## config.mk

```make
export PLATFORM = sky130hd
export DESIGN_NAME = follow_target_flight_sequencer_core_flat
export DESIGN_NICKNAME = d
export VERILOG_FILES = /design/src/hdl/ftfs_pkg.sv /design/src/hdl/ftfs_ifs.sv /design/src/hdl/ftfs_ctrl.sv /design/src/hdl/ftfs_datapath.sv /design/src/hdl/follow_target_flight_sequencer_core.sv /design/src/flat_wrapper.sv
export VERILOG_INCLUDE_DIRS = /design/src /design/src/hdl
export SDC_FILE = /design/constraint.sdc
export NUM_CORES = 2
export LEC_CHECK = 0
export BUFFER_PORTS_ARGS = -buffer_cell sky130_fd_sc_hd__buf_2
export CORE_UTILIZATION = 30
export DETAILED_ROUTE_END_ITERATION = 7
export PLACE_DENSITY = 0.54
export SETUP_SLACK_MARGIN = 0.02
export SKIP_CTS_REPAIR_TIMING = 1
export SKIP_LAST_GASP = 1
export SYNTH_ARGS = -nofsm -noshare
export SYNTH_HDL_FRONTEND = slang
export SYNTH_SLANG_ARGS = --single-unit
```

## constraint.sdc

```tcl
create_clock -name clk -period 12.6 [get_ports clk]
set_input_delay 0.63 -clock clk [delete_from_list [all_inputs] [get_ports clk]]
set_output_delay 0.63 -clock clk [all_outputs]
set_load 0.005 [all_outputs]
```

## src/hdl/follow_target_flight_sequencer_core_macros.svh

```systemverilog
// Assertion helpers for the sequencer RTL.
`ifndef FOLLOW_TARGET_FLIGHT_SEQUENCER_CORE_MACROS_SVH
`define FOLLOW_TARGET_FLIGHT_SEQUENCER_CORE_MACROS_SVH
// Same-cycle implication, sampled on clk, off while in reset.
`define FTFS_ASSERT_NOW(label, ante, cons) \
	label: assert property (@(posedge clk) disable iff (!arst_n) (ante) |-> (cons)) \
		else $error("ftfs assertion failed");
// Next-cycle implication, sampled on clk, off while in reset.
`define FTFS_ASSERT_NEXT(label, ante, cons) \
	label: assert property (@(posedge clk) disable iff (!arst_n) (ante) |=> (cons)) \
		else $error("ftfs assertion failed");
`endif

```

## src/hdl/ftfs_pkg.sv

```systemverilog
`timescale 1ns / 1ps
`default_nettype none
// -----------------------------------------------------------------------------
// ftfs_pkg
// Types, codes and sizes shared by the follow-target flight sequencer.
// -----------------------------------------------------------------------------
package ftfs_pkg;

	localparam int unsigned NUM_REGS   = 8;
	localparam int unsigned REG_IDX_W  = 3;
	localparam int unsigned REG_W      = 16;
	localparam int unsigned DELTA_W    = 17;
	localparam int unsigned SUMSQ_W    = 34;
	localparam int unsigned ROOT_W     = 17;
	localparam int unsigned QUOT_W     = 27;
	localparam int unsigned REM_W      = 17;
	localparam int unsigned CNT_W      = 5;
	localparam int unsigned SQ_STEPS   = 3;
	localparam int unsigned ROOT_STEPS = 17;
	localparam int unsigned DIV_STEPS  = QUOT_W;
	localparam logic [10:0] TAKEOFF_WAIT_MS = 11'd2000;
	localparam logic [9:0]  MS_PER_S = 10'd1000;

	typedef enum logic [2:0] {
		REG_X_LOW   = 3'd0,
		REG_X_HIGH  = 3'd1,
		REG_Y_LOW   = 3'd2,
		REG_Y_HIGH  = 3'd3,
		REG_SPEED   = 3'd4,
		REG_TMIN    = 3'd5,
		REG_TMAX    = 3'd6,
		REG_HOVER   = 3'd7
	} reg_idx_t;

	typedef enum logic [1:0] {
		MODE_IDLE  = 2'd0,
		MODE_ARMED = 2'd1,
		MODE_HOVER = 2'd2,
		MODE_TRACK = 2'd3
	} mode_t;

	typedef enum logic [1:0] {
		KIND_NONE  = 2'd0,
		KIND_TRAJ  = 2'd1,
		KIND_POINT = 2'd2,
		KIND_RSVD  = 2'd3
	} kind_t;

	typedef enum logic [2:0] {
		ST_IDLE,
		ST_SQR,
		ST_ROOT,
		ST_MUL,
		ST_DIV,
		ST_FIN,
		ST_DONE
	} state_t;

	typedef struct packed {
		logic signed [15:0] target_pos_x;
		logic signed [15:0] target_pos_y;
		logic signed [15:0] vehicle_x;
		logic signed [15:0] vehicle_y;
		logic signed [15:0] vehicle_z;
		logic               trajectory_finished;
		logic               tracking_button;
		logic               start_button;
	} tick_t;

	typedef struct packed {
		logic [1:0]         command_kind;
		logic signed [15:0] goal_x;
		logic signed [15:0] goal_y;
		logic signed [15:0] goal_z;
		logic [10:0]        wait_ms;
		logic [15:0]        duration_ms;
		logic               out_of_box;
		logic [1:0]         mode_now;
	} result_t;

	typedef struct packed {
		logic load;
		logic sq_step;
		logic root_step;
		logic mul;
		logic div_step;
		logic dur_done;
		logic push;
	} cmd_t;

	typedef struct packed {
		logic need_travel;
	} stat_t;

endpackage

`default_nettype wire

```

## src/hdl/ftfs_ifs.sv

```systemverilog
`timescale 1ns / 1ps
`default_nettype none
// -----------------------------------------------------------------------------
// ftfs tick and result channels
// Valid/ready channels carrying one control tick in and one result out.
// -----------------------------------------------------------------------------
interface ftfs_tick_if;
	logic               valid;
	logic               ready;
	logic signed [15:0] target_pos_x;
	logic signed [15:0] target_pos_y;
	logic signed [15:0] vehicle_x;
	logic signed [15:0] vehicle_y;
	logic signed [15:0] vehicle_z;
	logic               trajectory_finished;
	logic               tracking_button;
	logic               start_button;
	modport source (output valid, target_pos_x, target_pos_y, vehicle_x, vehicle_y,
		vehicle_z, trajectory_finished, tracking_button, start_button, input ready);
	modport sink (input valid, target_pos_x, target_pos_y, vehicle_x, vehicle_y,
		vehicle_z, trajectory_finished, tracking_button, start_button, output ready);
endinterface

interface ftfs_result_if;
	logic               valid;
	logic               ready;
	logic [1:0]         command_kind;
	logic signed [15:0] goal_x;
	logic signed [15:0] goal_y;
	logic signed [15:0] goal_z;
	logic [10:0]        wait_ms;
	logic [15:0]        duration_ms;
	logic               out_of_box;
	logic [1:0]         mode_now;
	modport source (output valid, command_kind, goal_x, goal_y, goal_z, wait_ms,
		duration_ms, out_of_box, mode_now, input ready);
	modport sink (input valid, command_kind, goal_x, goal_y, goal_z, wait_ms,
		duration_ms, out_of_box, mode_now, output ready);
endinterface

`default_nettype wire

```

## src/hdl/ftfs_ctrl.sv

```systemverilog
`timescale 1ns / 1ps
`default_nettype none
// -----------------------------------------------------------------------------
// ftfs_ctrl
// Sequences one tick through load, squares, root, scale, divide, clamp and output.
// -----------------------------------------------------------------------------
module ftfs_ctrl
	import ftfs_pkg::*;
(
	input  wire logic  clk,
	input  wire logic  arst_n,
	input  wire logic  tick_valid,
	output logic       tick_ready,
	output logic       res_valid,
	input  wire logic  res_ready,
	input  wire stat_t stat,
	output cmd_t       cmd
);

	state_t state_q, state_d;
	logic [CNT_W-1:0] cnt_q, cnt_d;
	logic out_valid_q;

	always_ff @(posedge clk or negedge arst_n) begin
		if (!arst_n) begin
			state_q     <= ST_IDLE;
			cnt_q       <= '0;
			out_valid_q <= 1'b0;
		end else begin
			state_q <= state_d;
			cnt_q   <= cnt_d;
			if (cmd.push)
				out_valid_q <= 1'b1;
			else if (res_ready)
				out_valid_q <= 1'b0;
		end
	end

	always_comb begin
		state_d = state_q;
		cnt_d   = cnt_q;
		cmd     = '0;
		tick_ready = 1'b0;
		case (state_q)
			ST_IDLE: begin
				tick_ready = 1'b1;
				if (tick_valid) begin
					cmd.load = 1'b1;
					cnt_d    = CNT_W'(SQ_STEPS - 1);
					state_d  = stat.need_travel ? ST_SQR : ST_DONE;
				end
			end
			ST_SQR: begin
				cmd.sq_step = 1'b1;
				cnt_d = cnt_q - 1'b1;
				if (cnt_q == '0) begin
					cnt_d   = CNT_W'(ROOT_STEPS - 1);
					state_d = ST_ROOT;
				end
			end
			ST_ROOT: begin
				cmd.root_step = 1'b1;
				cnt_d = cnt_q - 1'b1;
				if (cnt_q == '0)
					state_d = ST_MUL;
			end
			ST_MUL: begin
				cmd.mul = 1'b1;
				cnt_d   = CNT_W'(DIV_STEPS - 1);
				state_d = ST_DIV;
			end
			ST_DIV: begin
				cmd.div_step = 1'b1;
				cnt_d = cnt_q - 1'b1;
				if (cnt_q == '0)
					state_d = ST_FIN;
			end
			ST_FIN: begin
				cmd.dur_done = 1'b1;
				state_d = ST_DONE;
			end
			ST_DONE: begin
				if (!out_valid_q || res_ready) begin
					cmd.push = 1'b1;
					state_d  = ST_IDLE;
				end
			end
			default: state_d = ST_IDLE;
		endcase
	end

	assign res_valid = out_valid_q;

endmodule

`default_nettype wire

```

## src/hdl/ftfs_datapath.sv

```systemverilog
`timescale 1ns / 1ps
`default_nettype none
// -----------------------------------------------------------------------------
// ftfs_datapath
// Register file, mode sequencer update and the travel time arithmetic.
// -----------------------------------------------------------------------------
module ftfs_datapath
	import ftfs_pkg::*;
(
	input  wire logic                 clk,
	input  wire logic                 arst_n,
	input  wire logic                 cfg_we,
	input  wire logic [REG_IDX_W-1:0] cfg_index,
	input  wire logic [REG_W-1:0]     cfg_data,
	input  wire tick_t                tick,
	input  wire cmd_t                 cmd,
	output stat_t                     stat,
	output result_t                   res
);

	logic signed [15:0] x_low_q, x_high_q, y_low_q, y_high_q;
	logic [15:0] speed_q, tmin_q, tmax_q;
	logic [14:0] hover_q;

	mode_t mode_q;
	logic airborne_q, follow_q, done_q;

	result_t pend_q, out_q;
	logic [DELTA_W-1:0] ax_q, ay_q, az_q;
	logic [SUMSQ_W-1:0] acc_q, bit_q, root_q;
	logic [REM_W+QUOT_W-1:0] div_q;

	always_ff @(posedge clk or negedge arst_n) begin
		if (!arst_n) begin
			x_low_q  <= -16'sd1000;
			x_high_q <= 16'sd1000;
			y_low_q  <= -16'sd1500;
			y_high_q <= 16'sd1500;
			speed_q  <= 16'd200;
			tmin_q   <= 16'd1000;
			tmax_q   <= 16'd10000;
			hover_q  <= 15'd1000;
		end else if (cfg_we) begin
			case (reg_idx_t'(cfg_index))
				REG_X_LOW:  x_low_q  <= cfg_data;
				REG_X_HIGH: x_high_q <= cfg_data;
				REG_Y_LOW:  y_low_q  <= cfg_data;
				REG_Y_HIGH: y_high_q <= cfg_data;
				REG_SPEED:  speed_q  <= cfg_data;
				REG_TMIN:   tmin_q   <= cfg_data;
				REG_TMAX:   tmax_q   <= cfg_data;
				REG_HOVER:  hover_q  <= cfg_data[14:0];
				default: ;
			endcase
		end
	end

	// Tick update: events first, then one mode step.
	logic done_ev, air_ev, follow_ev;
	mode_t mode_d;
	logic done_d, need_travel;
	result_t pend_d;
	logic signed [15:0] cx, cy, hov_s;
	logic signed [DELTA_W-1:0] dx, dy, dz;

	function automatic logic signed [15:0] clamp16(logic signed [15:0] v,
		logic signed [15:0] hi, logic signed [15:0] lo);
		if (v > hi) return hi;
		if (v < lo) return lo;
		return v;
	endfunction

	function automatic logic [DELTA_W-1:0] mag(logic signed [DELTA_W-1:0] v);
		return v[DELTA_W-1] ? DELTA_W'(-v) : v;
	endfunction

	always_comb begin
		done_ev   = done_q | tick.trajectory_finished;
		air_ev    = airborne_q;
		follow_ev = follow_q;
		if (tick.tracking_button && airborne_q)
			follow_ev = !follow_q;
		else if (tick.start_button && mode_q == MODE_IDLE)
			air_ev = 1'b1;
		cx    = clamp16(tick.target_pos_x, x_high_q, x_low_q);
		cy    = clamp16(tick.target_pos_y, y_high_q, y_low_q);
		hov_s = {1'b0, hover_q};
		mode_d = mode_q;
		done_d = done_ev;
		need_travel = 1'b0;
		dx = '0;
		dy = '0;
		dz = '0;
		pend_d = '0;
		pend_d.out_of_box = (tick.vehicle_x > x_high_q) || (tick.vehicle_x < x_low_q) ||
			(tick.vehicle_y > y_high_q) || (tick.vehicle_y < y_low_q);
		case (mode_q)
			MODE_IDLE: begin
				if (air_ev && done_ev)
					mode_d = MODE_ARMED;
			end
			MODE_ARMED: begin
				if (done_ev) begin
					pend_d.command_kind = KIND_TRAJ;
					pend_d.goal_z  = hov_s;
					pend_d.wait_ms = TAKEOFF_WAIT_MS;
					need_travel = 1'b1;
					dx = DELTA_W'(tick.vehicle_x);
					dy = DELTA_W'(tick.vehicle_y);
					dz = DELTA_W'(hov_s) - DELTA_W'(tick.vehicle_z);
					done_d = 1'b0;
					mode_d = MODE_HOVER;
				end
			end
			MODE_HOVER: begin
				if (follow_ev && done_ev) begin
					pend_d.command_kind = KIND_TRAJ;
					pend_d.goal_x = cx;
					pend_d.goal_y = cy;
					pend_d.goal_z = hov_s;
					need_travel = 1'b1;
					dx = DELTA_W'(cx) - DELTA_W'(tick.vehicle_x);
					dy = DELTA_W'(cy) - DELTA_W'(tick.vehicle_y);
					done_d = 1'b0;
					mode_d = MODE_TRACK;
				end
			end
			default: begin
				if (done_ev) begin
					pend_d.command_kind = KIND_POINT;
					pend_d.goal_x = cx;
					pend_d.goal_y = cy;
					pend_d.goal_z = hov_s;
				end
				if (!follow_ev)
					mode_d = MODE_HOVER;
			end
		endcase
		pend_d.mode_now = mode_d;
	end

	assign stat.need_travel = need_travel;

	always_ff @(posedge clk or negedge arst_n) begin
		if (!arst_n) begin
			mode_q     <= MODE_IDLE;
			airborne_q <= 1'b0;
			follow_q   <= 1'b0;
			done_q     <= 1'b1;
		end else if (cmd.load) begin
			mode_q     <= mode_d;
			airborne_q <= air_ev;
			follow_q   <= follow_ev;
			done_q     <= done_d;
		end
	end

	// Digit-by-digit square root step and restoring divide step.
	logic [SUMSQ_W:0] trial;
	logic [REM_W-1:0] rem_sh;
	logic [REM_W:0]   rem_diff;
	logic [QUOT_W-1:0] quot;
	logic [SUMSQ_W-1:0] sq;
	logic [QUOT_W-1:0]  scaled;

	assign trial    = {1'b0, root_q} + {1'b0, bit_q};
	assign rem_sh   = {div_q[REM_W+QUOT_W-2:QUOT_W], div_q[QUOT_W-1]};
	assign rem_diff = {1'b0, rem_sh} - {2'b0, speed_q};
	assign quot     = div_q[QUOT_W-1:0];
	assign sq       = {{(SUMSQ_W-DELTA_W){1'b0}}, ax_q} * {{(SUMSQ_W-DELTA_W){1'b0}}, ax_q};
	assign scaled   = {{(QUOT_W-ROOT_W){1'b0}}, root_q[ROOT_W-1:0]} *
		{{(QUOT_W-10){1'b0}}, MS_PER_S};

	always_ff @(posedge clk) begin
		if (cmd.load) begin
			pend_q <= pend_d;
			ax_q   <= mag(dx);
			ay_q   <= mag(dy);
			az_q   <= mag(dz);
			acc_q  <= '0;
			root_q <= '0;
			bit_q  <= SUMSQ_W'(1) << 32;
		end
		if (cmd.sq_step) begin
			acc_q <= acc_q + sq;
			ax_q  <= ay_q;
			ay_q  <= az_q;
		end
		if (cmd.root_step) begin
			if ({1'b0, acc_q} >= trial) begin
				acc_q  <= acc_q - trial[SUMSQ_W-1:0];
				root_q <= (root_q >> 1) + bit_q;
			end else begin
				root_q <= root_q >> 1;
			end
			bit_q <= bit_q >> 2;
		end
		if (cmd.mul)
			div_q <= {{REM_W{1'b0}}, scaled};
		if (cmd.div_step) begin
			if (!rem_diff[REM_W])
				div_q <= {rem_diff[REM_W-1:0], quot[QUOT_W-2:0], 1'b1};
			else
				div_q <= {rem_sh, quot[QUOT_W-2:0], 1'b0};
		end
		// A zero speed leaves an all-ones quotient, which clamps to the maximum.
		if (cmd.dur_done) begin
			if (quot > QUOT_W'(tmax_q))
				pend_q.duration_ms <= tmax_q;
			else if (quot < QUOT_W'(tmin_q))
				pend_q.duration_ms <= tmin_q;
			else
				pend_q.duration_ms <= quot[15:0];
		end
		if (cmd.push)
			out_q <= pend_q;
	end

	assign res = out_q;

endmodule

`default_nettype wire

```

## src/hdl/follow_target_flight_sequencer_core.sv

```systemverilog
`timescale 1ns / 1ps
`default_nettype none
// -----------------------------------------------------------------------------
// follow_target_flight_sequencer_core
// Takeoff and target-follow command sequencer with iterative travel timing.
// -----------------------------------------------------------------------------
// Takes one control tick at a time and returns exactly one result per tick.
// A tick that issues no trajectory goes from load straight to the output
// register. A trajectory tick runs 3 multiply-accumulate steps for the squared
// distance, 17 square root steps, one scale by 1000, 27 restoring divide steps
// by max_speed and one clamp, then loads the output register. Either path
// waits before that load while a previous result still waits to be taken.
// The next tick is accepted once the result is in the output register, even
// while it still waits to be taken. The user writes configuration through
// cfg_we/cfg_index/cfg_data only while idle; the block does not enforce it.
module follow_target_flight_sequencer_core
	import ftfs_pkg::*;
(
	input  wire logic                 clk,
	input  wire logic                 arst_n,
	input  wire logic                 cfg_we,
	input  wire logic [REG_IDX_W-1:0] cfg_index,
	input  wire logic [REG_W-1:0]     cfg_data,
	ftfs_tick_if.sink                 tick,
	ftfs_result_if.source             result
);

`include "follow_target_flight_sequencer_core_macros.svh"

	cmd_t    cmd;
	stat_t   stat;
	tick_t   tick_pl;
	result_t res_pl;

	assign tick_pl.target_pos_x        = tick.target_pos_x;
	assign tick_pl.target_pos_y        = tick.target_pos_y;
	assign tick_pl.vehicle_x           = tick.vehicle_x;
	assign tick_pl.vehicle_y           = tick.vehicle_y;
	assign tick_pl.vehicle_z           = tick.vehicle_z;
	assign tick_pl.trajectory_finished = tick.trajectory_finished;
	assign tick_pl.tracking_button     = tick.tracking_button;
	assign tick_pl.start_button        = tick.start_button;

	ftfs_ctrl u_ctrl (
		.clk        (clk),
		.arst_n     (arst_n),
		.tick_valid (tick.valid),
		.tick_ready (tick.ready),
		.res_valid  (result.valid),
		.res_ready  (result.ready),
		.stat       (stat),
		.cmd        (cmd)
	);

	ftfs_datapath u_dp (
		.clk       (clk),
		.arst_n    (arst_n),
		.cfg_we    (cfg_we),
		.cfg_index (cfg_index),
		.cfg_data  (cfg_data),
		.tick      (tick_pl),
		.cmd       (cmd),
		.stat      (stat),
		.res       (res_pl)
	);

	assign result.command_kind = res_pl.command_kind;
	assign result.goal_x       = res_pl.goal_x;
	assign result.goal_y       = res_pl.goal_y;
	assign result.goal_z       = res_pl.goal_z;
	assign result.wait_ms      = res_pl.wait_ms;
	assign result.duration_ms  = res_pl.duration_ms;
	assign result.out_of_box   = res_pl.out_of_box;
	assign result.mode_now     = res_pl.mode_now;

	// An accepted tick keeps the input closed while it is worked on.
	`FTFS_ASSERT_NEXT(a_busy_after_accept, tick.valid && tick.ready, !tick.ready)
	`FTFS_ASSERT_NOW(a_kind_legal, result.valid, result.command_kind != KIND_RSVD)
	// Nothing is commanded in a tick that ends idle or armed.
	`FTFS_ASSERT_NOW(a_idle_quiet,
		result.valid && (result.mode_now == MODE_IDLE || result.mode_now == MODE_ARMED),
		result.command_kind == KIND_NONE)
	// Only a takeoff carries a dwell.
	`FTFS_ASSERT_NOW(a_wait_takeoff, result.valid && result.wait_ms != 11'd0,
		result.command_kind == KIND_TRAJ && result.mode_now == MODE_HOVER)

endmodule

`default_nettype wire

```

## src/flat_wrapper.sv

```systemverilog
// flat-port wrapper written by rule: the top's interface ports become plain ports
module follow_target_flight_sequencer_core_flat import ftfs_pkg::*;
  (clk, arst_n, cfg_we, cfg_index, cfg_data, tick_valid, tick_target_pos_x, tick_target_pos_y, tick_vehicle_x, tick_vehicle_y, tick_vehicle_z, tick_trajectory_finished, tick_tracking_button, tick_start_button, tick_ready, result_valid, result_command_kind, result_goal_x, result_goal_y, result_goal_z, result_wait_ms, result_duration_ms, result_out_of_box, result_mode_now, result_ready);
  ftfs_tick_if tick_i ();
  ftfs_result_if result_i ();
  input  wire logic clk;
  input  wire logic arst_n;
  input  wire logic cfg_we;
  input  wire logic [REG_IDX_W-1:0] cfg_index;
  input  wire logic [REG_W-1:0] cfg_data;
  input wire logic [$bits(tick_i.valid)-1:0] tick_valid;
  input wire logic [$bits(tick_i.target_pos_x)-1:0] tick_target_pos_x;
  input wire logic [$bits(tick_i.target_pos_y)-1:0] tick_target_pos_y;
  input wire logic [$bits(tick_i.vehicle_x)-1:0] tick_vehicle_x;
  input wire logic [$bits(tick_i.vehicle_y)-1:0] tick_vehicle_y;
  input wire logic [$bits(tick_i.vehicle_z)-1:0] tick_vehicle_z;
  input wire logic [$bits(tick_i.trajectory_finished)-1:0] tick_trajectory_finished;
  input wire logic [$bits(tick_i.tracking_button)-1:0] tick_tracking_button;
  input wire logic [$bits(tick_i.start_button)-1:0] tick_start_button;
  output wire logic [$bits(tick_i.ready)-1:0] tick_ready;
  output wire logic [$bits(result_i.valid)-1:0] result_valid;
  output wire logic [$bits(result_i.command_kind)-1:0] result_command_kind;
  output wire logic [$bits(result_i.goal_x)-1:0] result_goal_x;
  output wire logic [$bits(result_i.goal_y)-1:0] result_goal_y;
  output wire logic [$bits(result_i.goal_z)-1:0] result_goal_z;
  output wire logic [$bits(result_i.wait_ms)-1:0] result_wait_ms;
  output wire logic [$bits(result_i.duration_ms)-1:0] result_duration_ms;
  output wire logic [$bits(result_i.out_of_box)-1:0] result_out_of_box;
  output wire logic [$bits(result_i.mode_now)-1:0] result_mode_now;
  input wire logic [$bits(result_i.ready)-1:0] result_ready;
  assign tick_i.valid = tick_valid;
  assign tick_i.target_pos_x = tick_target_pos_x;
  assign tick_i.target_pos_y = tick_target_pos_y;
  assign tick_i.vehicle_x = tick_vehicle_x;
  assign tick_i.vehicle_y = tick_vehicle_y;
  assign tick_i.vehicle_z = tick_vehicle_z;
  assign tick_i.trajectory_finished = tick_trajectory_finished;
  assign tick_i.tracking_button = tick_tracking_button;
  assign tick_i.start_button = tick_start_button;
  assign tick_ready = tick_i.ready;
  assign result_valid = result_i.valid;
  assign result_command_kind = result_i.command_kind;
  assign result_goal_x = result_i.goal_x;
  assign result_goal_y = result_i.goal_y;
  assign result_goal_z = result_i.goal_z;
  assign result_wait_ms = result_i.wait_ms;
  assign result_duration_ms = result_i.duration_ms;
  assign result_out_of_box = result_i.out_of_box;
  assign result_mode_now = result_i.mode_now;
  assign result_i.ready = result_ready;
  follow_target_flight_sequencer_core u_core (.clk(clk), .arst_n(arst_n), .cfg_we(cfg_we), .cfg_index(cfg_index), .cfg_data(cfg_data), .tick(tick_i), .result(result_i));
endmodule
```

==> results by group <==
Synth
  • Post-Syn Area per Cell: 9.62 sq um
  • Ys async rst share: 30.8%
  • YS warnings: 0
  • EDFF count, synth: 282
  • FF+latch count, synth: 458
  • Post-Syn Area: 0.0423 sq mm
  • Synth Instances: 4392
  • Seq/Total Area, Yosys: 30.2%
  • Library cells used by synthesis: 97
  • Top_reg_cell synth: edfxtp_1

Floorplan
  • Chip Height: 377 microns
  • Site Rows: 137
  • Die Footprint: 0.142 sq mm
  • # IOs: 189
  • Starting Density: 30.3%
  • Die width: 377 microns
  • Core area: 0.140 sq mm

Clock network
  • H-Tree Level Count: 2
  • CTS root buffer: clkbuf_16
  • Clk sinks: 458
  • CTS max path bufs: 3
  • Reg clk slew, reported paths: 0.07 ns
  • CTS tree: built
  • Number of CTS-inserted buffers: 56
  • Worst-Skew Late Latency: 0.67 ns

Finish
  • Final core occ: 33.9%
  • Highest-count cells in the layout ignoring fill and taps: inv_1, ha_1, nand2_1
  • Commonest non-fill, non-tap cell in the layout: inv_1
  • Area delta synth->final: 12.1%
  • Fillers: 14334
  • Final #Nets: 5385
  • Share of post-route cells with drive strength above 1: 11.2%

Setup path
  • Crit Path Class: reg -> reg
  • Worst EP required: 13.11 ns
  • CP peak stage delay: 0.72 ns
  • Crit end category: flop
  • Critical path, cell by cell: nand2_1, inv_1, fa_1, inv_1, fa_1, fa_1, inv_1, fa_1, fa_1, inv_1, fa_1, inv_1, ha_1, a21o_1, a21oi_1, o211ai_1, a31o_2, o221ai_1, o21ai_0, a31oi_1, xnor2_1, a221oi_1, a21oi_1
  • Top cell by count, worst path: fa_1
  • Crit-path max FO: 18
  • Startpoint Class: flop
  • Critical-path top delay cell: edfxtp_1
  • Critical Path AT: 7.49 ns

Place
  • RePlAce Congestion: 0.859
  • Post-DP HPWL: 93.1 mm
  • IO Port Bufs: 182

Min path
  • Worst Hold Class: in -> reg

Global route
  • Gr usage total: 17.0%
  • Initial antenna violation count: 16
  • First-pass GRT wire length: 189 mm
  • Vias in the first global route: 32725
  • Grt ovf: 0
  • Largest net degree at the start of global routing: 76

Routing
  • Drt total wl: 120 mm
  • DR DRC count: 0
  • DR iter-0 viols: 1956
  • Antenna Nets Post-Route: 0
  • Vias per cell: 5.00
  • Router iterations before antenna repair: 5
  • Wire length per cell: 18.5 microns
  • Vias: 32322

STA
  • Tcrit/Tclk final: 55.4%
  • Skew final: 0.0359 ns
  • Max frequency: 0.143 GHz
  • Normalized max-slew margin: 24.1%
  • Final slew viol count: 0
  • Endpoints failing hold: 0
  • Least-Margin Pin Slew: 1.14 ns
  • Fin crit period: 6.98 ns
  • RSZ-0062 raised after global routing: no
  • Endpoints failing setup: 0
  • Setup TNS: 0 ns

Status
  • Status: finished, final reports clean

Run
  • Max cap viols: 0
## Yosys cell counts (30+ instances only)
cell type  count  area share (%)
o21a_1        39            0.69
inv_1        612             5.4
nor2b_1       70             1.0
nand2b_1      39            0.58
mux2i_1       84             2.0
edfxtp_1     282              20
a221oi_1      30            0.62
o21ai_0      240             2.8
a31oi_1       47            0.70
dfxtp_1       35             1.7
and2_1        72             1.1
a21o_1        95             1.7
xor2_1        97             2.0
nand3_1       53            0.63
a21oi_1      226             2.7
and3_1        34            0.50
dfstp_2       50             3.1
a211oi_1      76             1.3
xnor2_1      131             2.7
nand2_1      372             3.3
mux2_2        73             1.9
fa_1         287              14
nor3_1        56            0.66
nand4_1       36            0.53
dfrtp_1       91             5.4
ha_1         459              14
nor2_1       252             2.2
clkbuf_1     109            0.97
## per-stage QoR
step           setup WS, ns  instances  cell area (sq um)  hold slack (ns)
2_1_floorplan          6.30       4398              42300            0.334
4_1_cts                5.63       6454              47400           -0.157
3_3_place_gp           5.77       6349              45300            0.402
3_5_place_dp           5.64       6349              45300            0.405
6_report               5.62       6461              47400            0.236
5_1_grt                5.11       6459              47400            0.234
## area by class of cell
class | count | area (sq um) | share of cell area [%]
clock inverter | 44 | 599 | 1.26
inverter | 614 | 2310 | 4.87
tap | 1876 | 2350 | 4.95
multi-input combinational | 3181 | 26700 | 56.3
sequential | 458 | 12800 | 26.9
timing repair buffer | 221 | 1210 | 2.56
clock buffer | 61 | 1450 | 3.06
antenna | 6 | 15.0 | 0.0317
## worst paths after layout
check | cells past startpoint | slack [ns] | start | endpoint
max | 23 | 5.62 | u_core.u_dp.ax_q[2]$_DFFE_PP_ | u_core.u_dp.acc_q[32]$_DFF_P_
min | 2 | 0.24 | tick_start_button | u_core.u_dp.airborne_q$_DFFE_PN0P_
max reg2reg | 23 | 5.62 | u_core.u_dp.ax_q[2]$_DFFE_PP_ | u_core.u_dp.acc_q[32]$_DFF_P_
min reg2reg | 0 | 0.42 | u_core.u_dp.pend_q[14]$_DFFE_PP_ | u_core.u_dp.res[14]$_DFFE_PP_
max in group asynchronous | 4 | 10.34 | arst_n | u_core.u_dp.tmin_q[13]$_DFFE_PN0P_
min in group asynchronous | 2 | 0.43 | arst_n | u_core.u_dp.y_high_q[11]$_DFFE_PN0P_
## routing by layer
layer | wire length, microns | global-route usage [%] | up-vias
met3 | 4760 | 1.67 | 167
met2 | 57300 | 28.9 | 707
li1 | - | - | 15529
met5 | 0 | 0 | -
met1 | 54200 | 22.6 | 15919
met4 | 3560 | 5.18 | 0
## critical path: cells and delay by family, from the launching register on
family,cells,cell delay [ns]
adder cells (fa/ha/maj),7,3.42
AO/OA/AOI/OAI,9,2.07
flip-flops,1,0.72
buffers and inverters,5,0.28
AND/OR/NAND/NOR,1,0.24
XOR/XNOR,1,0.09
## state kept, by name, summed over array words and instances (netlist names), 2 cells and up
name,count
u_core.u_dp.tmin_q,16
u_core.u_dp.speed_q,16
u_core.u_ctrl.cnt_q,5
u_core.u_dp.hover_q,15
u_core.u_dp.acc_q,34
u_core.u_dp.bit_q,17
u_core.u_dp.res,69
u_core.u_dp.y_high_q,16
u_core.u_dp.pend_q,69
u_core.u_dp.root_q,34
u_core.u_dp.div_q,43
u_core.u_dp.x_high_q,16
u_core.u_dp.az_q,17
u_core.u_dp.ay_q,17
u_core.u_dp.mode_q,2
u_core.u_dp.x_low_q,16
u_core.u_dp.tmax_q,16
u_core.u_ctrl.state_q,3
u_core.u_dp.ax_q,17
u_core.u_dp.y_low_q,16
## kinds of logic (layout without fill, tap and decap cells)
family / Yosys count / in the layout / share of synthesized area (%)
compound gates: 976 / 976 / 15.1
mux: 158 / 158 / 3.97
other cells: 1 / 13 / 0.00887
fa+ha+maj: 746 / 746 / 27.2
simple gates: 1066 / 1066 / 11.9
flops: 458 / 458 / 30.2
buf+inv: 759 / 940 / 6.92
xor+xnor: 228 / 228 / 4.72
Power is not shown: default switching activity piles up to over one toggle a cycle in this logic, so the estimate is an artifact.
